`src/design/ablc_pkg.sv`:
```
// Shared types and constants for the ADC level band classifier.
// Used by every module of the block and by the port checker. No dependencies.
package ablc_pkg;

  localparam int unsigned NUM_CHANNELS = 2;
  localparam int unsigned SAMPLE_BITS  = 12;
  localparam int unsigned CHAN_BITS    = 1;
  localparam int unsigned FRAC_BITS    = 16;
  localparam int unsigned AVG_W        = SAMPLE_BITS + FRAC_BITS;
  localparam int unsigned ALPHA_W      = FRAC_BITS + 1;
  localparam int unsigned NUM_BOUNDS   = 6;
  localparam int unsigned BAND_W       = 3;
  localparam int unsigned CFG_IDX_W    = 3;
  localparam int unsigned CFG_DATA_W   = ALPHA_W;

  localparam logic [ALPHA_W-1:0] ALPHA_ONE   = ALPHA_W'(1 << FRAC_BITS);
  localparam logic [BAND_W-1:0]  BAND_RESET  = BAND_W'(5);
  localparam logic [BAND_W-1:0]  BAND_NONE   = '0;

  typedef enum logic [CFG_IDX_W-1:0] {
    CFG_ALPHA  = 3'd0,
    CFG_BOUND0 = 3'd1,
    CFG_BOUND1 = 3'd2,
    CFG_BOUND2 = 3'd3,
    CFG_BOUND3 = 3'd4,
    CFG_BOUND4 = 3'd5,
    CFG_BOUND5 = 3'd6
  } cfg_idx_e;

  typedef struct packed {
    logic [CHAN_BITS-1:0]   channel;
    logic [SAMPLE_BITS-1:0] raw_sample;
  } ablc_in_t;

  typedef struct packed {
    logic [CHAN_BITS-1:0] channel_out;
    logic [BAND_W-1:0]    band;
  } ablc_out_t;

  // One state entry per channel: stored band and running average.
  typedef struct packed {
    logic [BAND_W-1:0] band;
    logic [AVG_W-1:0]  avg;
  } ablc_entry_t;

  // Alpha is kept clamped to one, beta is one minus alpha.
  typedef struct packed {
    logic [ALPHA_W-1:0]                         alpha;
    logic [ALPHA_W-1:0]                         beta;
    logic [NUM_BOUNDS-1:0][SAMPLE_BITS-1:0]     bound;
  } ablc_cfg_t;

  localparam ablc_entry_t ENTRY_RESET = '{band: BAND_RESET, avg: '0};

  localparam ablc_cfg_t CFG_RESET = '{
    alpha: ALPHA_W'(52429),
    beta:  ALPHA_W'(13107),
    bound: {12'd4095, 12'd3413, 12'd2730, 12'd2048, 12'd1365, 12'd682}
  };

endpackage

```
`src/design/adc_level_band_classifier.sv`:
```
// Top level of the ADC level band classifier: config registers, compute stage, output register.
// Depends on ablc_pkg, ablc_state_mem and ablc_update.
//
//  port group   direction  handshake               payload
//  in_*         sink       in_valid_i/in_ready_o    ablc_in_t  (channel, raw_sample)
//  out_*        source     out_valid_o/out_ready_i  ablc_out_t (channel_out, band)
//  cfg_*        sink       cfg_valid_i/cfg_ready_o  cfg_index_i, cfg_data_i
//
// One request per cycle. The state read issued at acceptance returns the next cycle,
// where the update, band lookup and write-back run; a band change then passes through
// the output register to out_*. Back-to-back requests on one channel use the forwarded
// entry. Reset needs no clearing pass: per-channel valid bits give the reset state.
// The input stalls only while a band change waits behind an unaccepted output.
module adc_level_band_classifier (
  input  logic                                  clk_i,
  input  logic                                  rst_ni,
  input  logic                                  in_valid_i,
  output logic                                  in_ready_o,
  input  ablc_pkg::ablc_in_t                    in_data_i,
  output logic                                  out_valid_o,
  input  logic                                  out_ready_i,
  output ablc_pkg::ablc_out_t                   out_data_o,
  input  logic                                  cfg_valid_i,
  output logic                                  cfg_ready_o,
  input  logic [ablc_pkg::CFG_IDX_W-1:0]        cfg_index_i,
  input  logic [ablc_pkg::CFG_DATA_W-1:0]       cfg_data_i
);

  ablc_pkg::ablc_cfg_t                  cfg_q, cfg_d;
  logic [ablc_pkg::ALPHA_W-1:0]         alpha_clamp;

  logic                                 s1_valid_q;
  logic                                 s1_ok_q;
  logic [ablc_pkg::CHAN_BITS-1:0]       s1_chan_q;
  logic [ablc_pkg::SAMPLE_BITS-1:0]     s1_sample_q;

  logic                                 out_valid_q;
  ablc_pkg::ablc_out_t                  out_q;

  logic                                 in_fire;
  logic                                 in_ok;
  ablc_pkg::ablc_entry_t                old_entry;
  ablc_pkg::ablc_entry_t                new_entry;
  logic                                 changed;
  logic                                 need_out;
  logic                                 s1_adv;
  logic                                 wr_en;

  // configuration
  assign cfg_ready_o = 1'b1;
  assign alpha_clamp = (cfg_data_i > ablc_pkg::ALPHA_ONE) ? ablc_pkg::ALPHA_ONE : cfg_data_i;

  always_comb begin
    cfg_d = cfg_q;
    if (cfg_valid_i) begin
      unique case (ablc_pkg::cfg_idx_e'(cfg_index_i)) inside
        ablc_pkg::CFG_ALPHA: begin
          cfg_d.alpha = alpha_clamp;
          cfg_d.beta  = ablc_pkg::ALPHA_ONE - alpha_clamp;
        end
        ablc_pkg::CFG_BOUND0, ablc_pkg::CFG_BOUND1, ablc_pkg::CFG_BOUND2,
        ablc_pkg::CFG_BOUND3, ablc_pkg::CFG_BOUND4, ablc_pkg::CFG_BOUND5: begin
          cfg_d.bound[ablc_pkg::CFG_IDX_W'(cfg_index_i - 3'd1)] =
            cfg_data_i[ablc_pkg::SAMPLE_BITS-1:0];
        end
        default: begin
        end
      endcase
    end
  end

  always_ff @(posedge clk_i or negedge rst_ni) begin
    if (!rst_ni) begin
      cfg_q <= ablc_pkg::CFG_RESET;
    end else begin
      cfg_q <= cfg_d;
    end
  end

  // compute stage
  assign in_fire  = in_valid_i && in_ready_o;
  assign in_ok    = (32'(in_data_i.channel) < ablc_pkg::NUM_CHANNELS);
  assign need_out = s1_valid_q && s1_ok_q && changed;
  assign s1_adv   = !need_out || !out_valid_q || out_ready_i;
  assign wr_en    = s1_valid_q && s1_ok_q && s1_adv;
  assign in_ready_o = !s1_valid_q || s1_adv;

  ablc_state_mem u_mem (
    .clk_i     (clk_i),
    .rst_ni    (rst_ni),
    .rd_en_i   (in_fire),
    .rd_addr_i (in_data_i.channel),
    .wr_en_i   (wr_en),
    .wr_addr_i (s1_chan_q),
    .wr_data_i (new_entry),
    .rd_data_o (old_entry)
  );

  ablc_update u_upd (
    .cfg_i     (cfg_q),
    .sample_i  (s1_sample_q),
    .old_i     (old_entry),
    .new_o     (new_entry),
    .changed_o (changed)
  );

  always_ff @(posedge clk_i) begin
    if (in_fire) begin
      s1_chan_q   <= in_data_i.channel;
      s1_sample_q <= in_data_i.raw_sample;
      s1_ok_q     <= in_ok;
    end
    if (need_out && s1_adv) begin
      out_q.channel_out <= s1_chan_q;
      out_q.band        <= new_entry.band;
    end
  end

  always_ff @(posedge clk_i or negedge rst_ni) begin
    if (!rst_ni) begin
      s1_valid_q  <= 1'b0;
      out_valid_q <= 1'b0;
    end else begin
      if (in_fire) begin
        s1_valid_q <= 1'b1;
      end else if (s1_adv) begin
        s1_valid_q <= 1'b0;
      end
      // hold the result until taken, load the next change behind it
      if (need_out && s1_adv) begin
        out_valid_q <= 1'b1;
      end else if (out_ready_i) begin
        out_valid_q <= 1'b0;
      end
    end
  end

  assign out_valid_o = out_valid_q;
  assign out_data_o  = out_q;

endmodule

```
`src/design/ablc_state_mem.sv`:
```
// Per-channel state store: synchronous memory of average and band, registered read.
// Valid bits stand in for the reset contents; a same-cycle write is forwarded.
// Depends on ablc_pkg.
module ablc_state_mem (
  input  logic                                  clk_i,
  input  logic                                  rst_ni,
  input  logic                                  rd_en_i,
  input  logic [ablc_pkg::CHAN_BITS-1:0]        rd_addr_i,
  input  logic                                  wr_en_i,
  input  logic [ablc_pkg::CHAN_BITS-1:0]        wr_addr_i,
  input  ablc_pkg::ablc_entry_t                 wr_data_i,
  output ablc_pkg::ablc_entry_t                 rd_data_o
);

  ablc_pkg::ablc_entry_t                  mem [ablc_pkg::NUM_CHANNELS];
  logic [ablc_pkg::NUM_CHANNELS-1:0]      valid_q;
  ablc_pkg::ablc_entry_t                  rd_q;
  logic                                   rd_valid_q;
  logic                                   fwd_q;
  ablc_pkg::ablc_entry_t                  fwd_data_q;

  always_ff @(posedge clk_i) begin
    if (wr_en_i) begin
      mem[wr_addr_i] <= wr_data_i;
    end
    if (rd_en_i) begin
      rd_q       <= mem[rd_addr_i];
      fwd_data_q <= wr_data_i;
    end
  end

  always_ff @(posedge clk_i or negedge rst_ni) begin
    if (!rst_ni) begin
      valid_q    <= '0;
      rd_valid_q <= 1'b0;
      fwd_q      <= 1'b0;
    end else begin
      if (wr_en_i) begin
        valid_q[wr_addr_i] <= 1'b1;
      end
      if (rd_en_i) begin
        rd_valid_q <= valid_q[rd_addr_i];
        // the array still holds the old entry when read and write meet
        fwd_q      <= wr_en_i && (wr_addr_i == rd_addr_i);
      end
    end
  end

  assign rd_data_o = fwd_q      ? fwd_data_q :
                     rd_valid_q ? rd_q       : ablc_pkg::ENTRY_RESET;

endmodule

```
`src/design/ablc_update.sv`:
```
// Average update and band lookup for one sample: two multiplies, a sum, five range checks.
// Depends on ablc_pkg.
module ablc_update (
  input  ablc_pkg::ablc_cfg_t                   cfg_i,
  input  logic [ablc_pkg::SAMPLE_BITS-1:0]      sample_i,
  input  ablc_pkg::ablc_entry_t                 old_i,
  output ablc_pkg::ablc_entry_t                 new_o,
  output logic                                  changed_o
);

  localparam int unsigned PS_W  = ablc_pkg::ALPHA_W + ablc_pkg::SAMPLE_BITS;
  localparam int unsigned PA_W  = ablc_pkg::ALPHA_W + ablc_pkg::AVG_W;
  localparam int unsigned ACC_W = PA_W + 1;

  logic [PS_W-1:0]               prod_s;
  logic [PA_W-1:0]               prod_a;
  logic [ACC_W-1:0]              acc;
  logic [ablc_pkg::AVG_W-1:0]    avg;
  logic [ablc_pkg::BAND_W-1:0]   band;
  logic [ablc_pkg::AVG_W-1:0]    lo;
  logic [ablc_pkg::AVG_W-1:0]    hi;

  assign prod_s = PS_W'(cfg_i.alpha) * PS_W'(sample_i);
  assign prod_a = PA_W'(cfg_i.beta) * PA_W'(old_i.avg);
  // round half up before dropping the fraction of the product
  assign acc    = ACC_W'({prod_s, ablc_pkg::FRAC_BITS'(0)}) + ACC_W'(prod_a)
                + ACC_W'(1 << (ablc_pkg::FRAC_BITS - 1));
  assign avg    = acc[ablc_pkg::FRAC_BITS +: ablc_pkg::AVG_W];

  // higher bands override lower ones; nothing matching leaves band 0
  always_comb begin
    band = ablc_pkg::BAND_NONE;
    lo   = '0;
    hi   = '0;
    for (int b = 1; b < ablc_pkg::NUM_BOUNDS; b++) begin
      lo = {cfg_i.bound[b-1], ablc_pkg::FRAC_BITS'(0)};
      hi = {cfg_i.bound[b],   ablc_pkg::FRAC_BITS'(0)};
      if ((lo < avg) && (avg <= hi)) begin
        band = ablc_pkg::BAND_W'(b);
      end
    end
  end

  assign new_o.avg  = avg;
  assign new_o.band = band;
  assign changed_o  = (band != old_i.band);

endmodule

```
`config.mk`:
```
export PLATFORM = sky130hd
export DESIGN_NAME = adc_level_band_classifier
export DESIGN_NICKNAME = d
export VERILOG_FILES = /design/src/design/ablc_pkg.sv /design/src/design/adc_level_band_classifier.sv /design/src/design/ablc_state_mem.sv /design/src/design/ablc_update.sv
export SDC_FILE = /design/constraint.sdc
export NUM_CORES = 2
export LEC_CHECK = 0
export BUFFER_PORTS_ARGS = -buffer_cell sky130_fd_sc_hd__buf_2
export CELL_PAD_IN_SITES_DETAIL_PLACEMENT = 2
export CELL_PAD_IN_SITES_GLOBAL_PLACEMENT = 2
export CORE_UTILIZATION = 39
export DETAILED_ROUTE_END_ITERATION = 12
export PLACE_DENSITY_LB_ADDON = 0.3
export SLEW_MARGIN = 20
export SYNTH_ARGS = -nofsm -noshare
export SYNTH_HDL_FRONTEND = slang
export SYNTH_SLANG_ARGS = --single-unit
```
`constraint.sdc`:
```
create_clock -name clk_i -period 12.5 [get_ports clk_i]
set_clock_uncertainty 0.1 [all_clocks]
set_input_delay 0.625 -clock clk_i [delete_from_list [all_inputs] [get_ports clk_i]]
set_output_delay 0.625 -clock clk_i [all_outputs]
set_load 0.02 [all_outputs]
```
# After elaboration in Yosys (flattened, before gate mapping)
# Memory sizes are Yosys's and may differ from the RTL's. A register that Yosys moved wholly into a read port is not among the register bits.
# Cells that the tools add are included.
[word_totals]
regBits = 160
mem_bits_rw = 62
in_bits = 38
mem_count = 1
[memory_table]
columns = ["name", "words", "word_bits", "read_ports", "rd_ports_with_merged_regs", "write_ports", "line", "rtl"]
rows = [
  ["u_mem.mem", 2, 31, 1, 1, 1, "ablc_state_mem.sv:15", "ablc_pkg::ablc_entry_t mem [ablc_pkg::NUM_CHANNELS];"],
]
[op_classes]
add_sub_neg = 4
multipliers = 2
n_lt_le_gt_ge = 16
n_eq_ne = 8
mux = 21
bitwise_logic = 1
n_reduce_logical = 24
[op_table]
columns = ["op", "n"]
rows = [
  ["28-bit less-or-equal comparator", 5],
  ["28-bit less-than comparator", 5],
  ["72-bit bitwise mux", 1],
  ["31-bit 2-to-1 mux", 2],
  ["44-bit by 16-bit adder with 44-bit output, second input constant", 1],
  ["44-bit adder", 1],
  ["17-bit by 28-bit multiplier with 44-bit output", 1],
  ["12-bit demux with 3-bit select", 1],
  ["17-bit by 12-bit multiplier with 28-bit output", 1],
  ["17-bit greater-than comparator, second input constant", 1],
  ["17-bit 2-to-1 mux", 1],
  ["17-bit subtractor, first input constant", 1],
  ["1-bit logical AND", 12],
  ["12-bit 2-to-1 mux", 1],
  ["1-bit 2-to-1 mux", 10],
  ["3-bit == test, second input constant", 3],
  ["3-bit by 2-bit == test with 1-bit output, second input constant", 2],
  ["3-bit 2-to-1 mux", 2],
  ["6-bit OR reduction", 1],
  ["1-bit by 2-bit less-than comparator with 1-bit output, second input constant", 2],
  ["3-bit by 4-bit less-than comparator with 1-bit output, second input constant", 1],
  ["2-bit 2-to-1 mux", 2],
  ["2-bit AND reduction", 2],
  ["2-bit nonzero test", 2],
  ["11 further kinds", 15],
]

# Longest topological paths before layout
[logic_depth]
depth_word = 20
mapped_depth = 56
ltp_nobuf = 54

# By module
# A second synthesis with hierarchy kept.
[unflattened]
hier_cells = 3359
area_unflattened_um2 = 33865.0
[modules_own_cells]
columns = ["module", "instances", "cells_each", "area_each_um2", "seq_area_each_um2"]
rows = [
  ["ablc_update", 1, 2769, 23643.9, 0.0],
  ["adc_level_band_classifier", 1, 374, 5472.7, 3254.4],
  ["ablc_state_mem", 1, 216, 4748.3, 3823.7],
]

# Least setup slack after synthesis
# No wires, ideal clock.
[synth_path]
path_kind = "register to register"
startpoint = "register cfg_q[96] (netlist name)"
endpoint = "register u_mem.rd_valid_q"
setup_ns = 0.128
t_arrival_ns = 13.338
t_required_ns = 12.272
setup_slack_ns = -1.067
path_stages_with_launch = 45
path_buffers = 1
synth_period_minus_slack_ns = 13.567
path_cell_list = "dfstp_2 clkbuf_1 nand2_1 fa_1 fa_1 fa_1 inv_1 fa_1 inv_1 fa_1 inv_1 ha_1 a21oi_1 xnor2_1 fa_1 inv_1 fa_1 inv_1 (+9 left out) nor4_1 nor2_1 o21a_1 nor2_1 nor2b_1 nor2_1 xor2_1 inv_1 ha_1 a21o_1 maj3_1 a2111o_1 o31a_1 mux2_2 nor4b_4 nor2_2 a211oi_4 mux2_1"
[synth_via]
elab_chain_len = 17
[synth_rtl]
columns = ["element", "line", "rtl"]
rows = [
  ["from (decl)", "adc_level_band_classifier.sv:29", "ablc_pkg::ablc_cfg_t cfg_q, cfg_d;"],
  ["from (signal assigned)", "adc_level_band_classifier.sv:74", "cfg_q <= ablc_pkg::CFG_RESET;"],
  ["from (signal assigned)", "adc_level_band_classifier.sv:76", "cfg_q <= cfg_d;"],
  ["17-bit by 12-bit multiplier with 28-bit output (*)", "ablc_update.sv:23", "assign prod_s = PS_W'(cfg_i.alpha) * PS_W'(sample_i);"],
  ["44-bit adder (*)", "ablc_update.sv:26", "assign acc = ACC_W'({prod_s, ablc_pkg::FRAC_BITS'(0)}) + ACC_W'(prod_a)"],
  ["44-bit by 16-bit adder with 44-bit output (*)", "ablc_update.sv:27", "+ ACC_W'(1 << (ablc_pkg::FRAC_BITS - 1));"],
  ["28-bit less-than comparator / 28-bit less-or-equal comparator (equally long branches)", "ablc_update.sv:38", "if ((lo < avg) && (avg <= hi)) begin"],
  ["1-bit logical AND", "ablc_update.sv:38", ""],
  ["1-bit 2-to-1 mux", "ablc_update.sv:38", ""],
  ["2-bit 2-to-1 mux (2 in series)", "ablc_update.sv:38", ""],
  ["3-bit 2-to-1 mux", "ablc_update.sv:38", ""],
  ["3-bit 2-to-1 mux (*)", "ablc_update.sv:38", ""],
  ["3-bit inequality test (*)", "ablc_update.sv:46", "assign changed_o = (band != old_i.band);"],
  ["1-bit logical AND (*)", "adc_level_band_classifier.sv:83", "assign need_out = s1_valid_q && s1_ok_q && changed;"],
  ["1-bit logical NOT (*)", "adc_level_band_classifier.sv:84", "assign s1_adv = !need_out || !out_valid_q || out_ready_i;"],
  ["1-bit logical OR (*) (2 in series)", "adc_level_band_classifier.sv:84", ""],
  ["1-bit logical OR (*)", "adc_level_band_classifier.sv:86", "assign in_ready_o = !s1_valid_q || s1_adv;"],
  ["1-bit logical AND (*)", "adc_level_band_classifier.sv:81", "assign in_fire = in_valid_i && in_ready_o;"],
  ["named net in_fire", "adc_level_band_classifier.sv:40", "logic in_fire;"],
  ["to (signal assigned)", "ablc_state_mem.sv:42", "rd_valid_q <= valid_q[rd_addr_i];"],
  ["to (decl)", "ablc_state_mem.sv:18", "logic rd_valid_q;"],
]
# Mark *: on every way through the listed nets, which the timed path passes. The rest lies on a longest branch.
# A chain may end at the register's enable or synchronous reset.

==> out/metrics.cfg <==
[grt]
antenna_found_initial=1
grt_max_degree=65
grt_pass1_vias=30000
grt_pass1_wl_mm=174
grt-ovfl-total=0
grt_use_total_pct=26.3

[critical_path]
path_common_cell=fa_1
cp.required_ps=11770
start_kind=flop
path_class=reg2out
crit_fanout=6
timing.rr.start=cfg_q[91]$_DFFE_PN1P_
cpLargestDelayFamily=adder cells
max_stage_delay_ps=660
arrival_ps=11870
critPathSlowestCell=dfstp_2
reg2reg_depth=50
worst_setup_path_end_kind=output pin
ff2ff_setup_slack_ps=120
reg2reg_to=u_mem.mem[1][19]$_DFFE_PP_
path_buf_inv=11

[finish]
fillerInstances=8908
fin_area_sq_mm=0.0379
areaGrowthSynthToFinish_pct=13.8
drive_gt1_share_pct=17.3
diodes=0
final_net_count=4330

[timing]
setup_ws_ps=-96.3
fin_crit_sh_pct=101
setup_viol=1
rsz0062_at_grt=true
hold_viol_final=0
slew_headroom_pct=27.9
max_freq_ghz=0.0794
finalMaxSlewViolations=0
worst_slew_pin_slew_ps=1070
min_period_ps=12600

[logic_synthesis]
netlist_instances=3400
async_flop_share_pct=44.0
synth_edf_count=141
ys_types=90
yosysWarnings=0
yosys.area.top_type=fa_1
synth_seq_area_share_pct=21.3
ys_seq_elements=252
syn_area_sq_mm=0.0333
ys_top_cells_by_area=fa_1 34%, edfxtp_1 13%, ha_1 9.1%
syn-num-nets=4244
ys.flop_type=edfxtp_1
synth_top_area_share_pct=33.9
syn_area_per_cell_sq_um=9.80

[outcome]
violations=negative setup slack
outcome=finished with violations

[clocking]
cts_inserted_buffers=30
cts-htree-levels=1
cts_tree=done
cts.sinks=252
cts_root_buf=clkbuf_16
hold_buffers=0
path_clk_slew_ps=70
clockBufferDepth=3
insertion_delay_ps=620

[die]
io_pins=45
dieArea_sq_mm=0.0866
die_w_microns=294
die_h_microns=294
start_util_pct=39.6
rows=106
core_area_sq_mm=0.0841

[routing]
vias=24700
first_iter_violations=1069
drc=0
detail-route-antenna-nets=0
first_pass_iters=5
via_per_inst=5.32
wl_mm=114
post_drt_wl_per_cell_microns=24.5

[run]
drv_cap=0

[placement]
place_area_sq_mm=0.0354
io_buffers=43
dp_hpwl_mm=86.3
gp_congestion=0.865

[hold_path]
hold_class=in2async

-- what timing repair did --
item                                    4_1_cts  5_1_grt
setup buffers                                41       26
pin swaps                                    59       53
endpoints found under the setup margin      146      146
cloned                                        0        5
resized for setup                            83       98
-- cell families (layout without fill, tap and decap cells) --
kind of cell	Yosys count	after routing	share of synthesized area, %
simple gates	984	984	14.0
compound gates	327	327	6.64
buf+inv	853	963	9.62
flops	252	252	21.3
xor+xnor	78	78	2.16
other cells	1	1	0.0113
mux	94	94	3.20
fa+ha+maj	811	811	43.1
-- worst max-delay path by stage --
stage / from / end / slack, ps / cells past startpoint
after floorplan: cfg_q[92]$_DFFE_PN1P_ / u_mem.rd_valid_q$_DFFE_PN0P_ / -420 / 46
after global placement: cfg_q[93]$_DFFE_PN0P_ / in_ready_o / 190 / 53
after detailed placement: cfg_q[93]$_DFFE_PN0P_ / u_mem.mem[1][7]$_DFFE_PP_ / -440 / 54
after CTS: cfg_q[91]$_DFFE_PN1P_ / in_ready_o / -80 / 49
after global routing: cfg_q[95]$_DFFE_PN1P_ / in_ready_o / -460 / 47
final: cfg_q[91]$_DFFE_PN1P_ / in_ready_o / -100 / 47
-- final cells by class --
type | count | area [sq um] | area share, %
Multi-Input combinational cell | 2295 | 24000 | 63.4
Timing Repair Buffer | 213 | 1700 | 4.47
Tap cell | 1134 | 1420 | 3.74
Clock buffer | 33 | 772 | 2.04
Sequential cell | 252 | 7080 | 18.7
Clock inverter | 23 | 284 | 0.749
Inverter | 694 | 2610 | 6.89
-- sequential cells by signal (all words and copies together) (netlist names) --
| signal | cells |
|---|---|
| s1_chan_q | 1 |
| out_valid_o | 1 |
| s1_sample_q | 12 |
| u_mem.valid_q | 2 |
| u_mem.rd_q | 31 |
| u_mem.fwd_data_q | 31 |
| cfg_q | 105 |
| u_mem.mem | 62 |
| u_mem.rd_valid_q | 1 |
| u_mem.fwd_q | 1 |
| out_data_o | 4 |
| s1_valid_q | 1 |
-- metal layers --
metal  part of all wire [%]  vias to the layer above  global-route usage [%]
met1                     40                    13300                    31.4
met3                    2.9                      193                    2.16
met5                      0                        -                       0
met4                    3.5                        0                    8.68
li1                       -                    10700                       -
met2                     54                      475                    49.4
-- placed cells by master, fill, tap and decap left out, drive strengths merged, types with 15 or more instances in the layout --
master / instances
a211oi: 15
a21o: 29
a21oi: 68
a22o: 31
and2: 227
buf: 210
clkbuf: 36
dfrtp: 58
dfstp: 53
edfxtp: 141
fa: 564
ha: 242
inv: 698
mux2: 90
nand2: 562
nand2b: 23
nor2: 52
nor3: 21
o21ai: 90
or3: 15
xnor2: 50
xor2: 26
-- Yosys cell counts (all sizes together) (12+ instances only) --
cell type  number
nand2         562
ha            242
nor2b          12
edfxtp        141
nand4          14
a211oi         15
nor2           52
clkbuf        153
or3            15
nand3          14
inv           693
xor2           26
and2          227
mux2           90
xnor2          50
a21o           29
fa            564
a22o           31
nand2b         23
nor3           21
a21oi          68
dfrtp          58
dfstp          53
o21ai          90
-- metrics by stage --
step           setup TNS [ps]  std cells  worst slack, ps  util [%]  hold WS, ps
2_1_floorplan          -26740       3400             -423         -          229
3_3_place_gp                0       4516              191      42.1          337
3_5_place_dp           -50150       4516             -438      42.1          355
4_1_cts                 -81.8       4613            -81.8      44.2         38.6
5_1_grt                -14510       4644             -464      45.1         68.7
6_report                -96.3       4644            -96.3      45.1         30.4
Power is left out: the tool's default activity adds up to more than one toggle a clock period on the data nets, which glitch-free logic cannot reach.
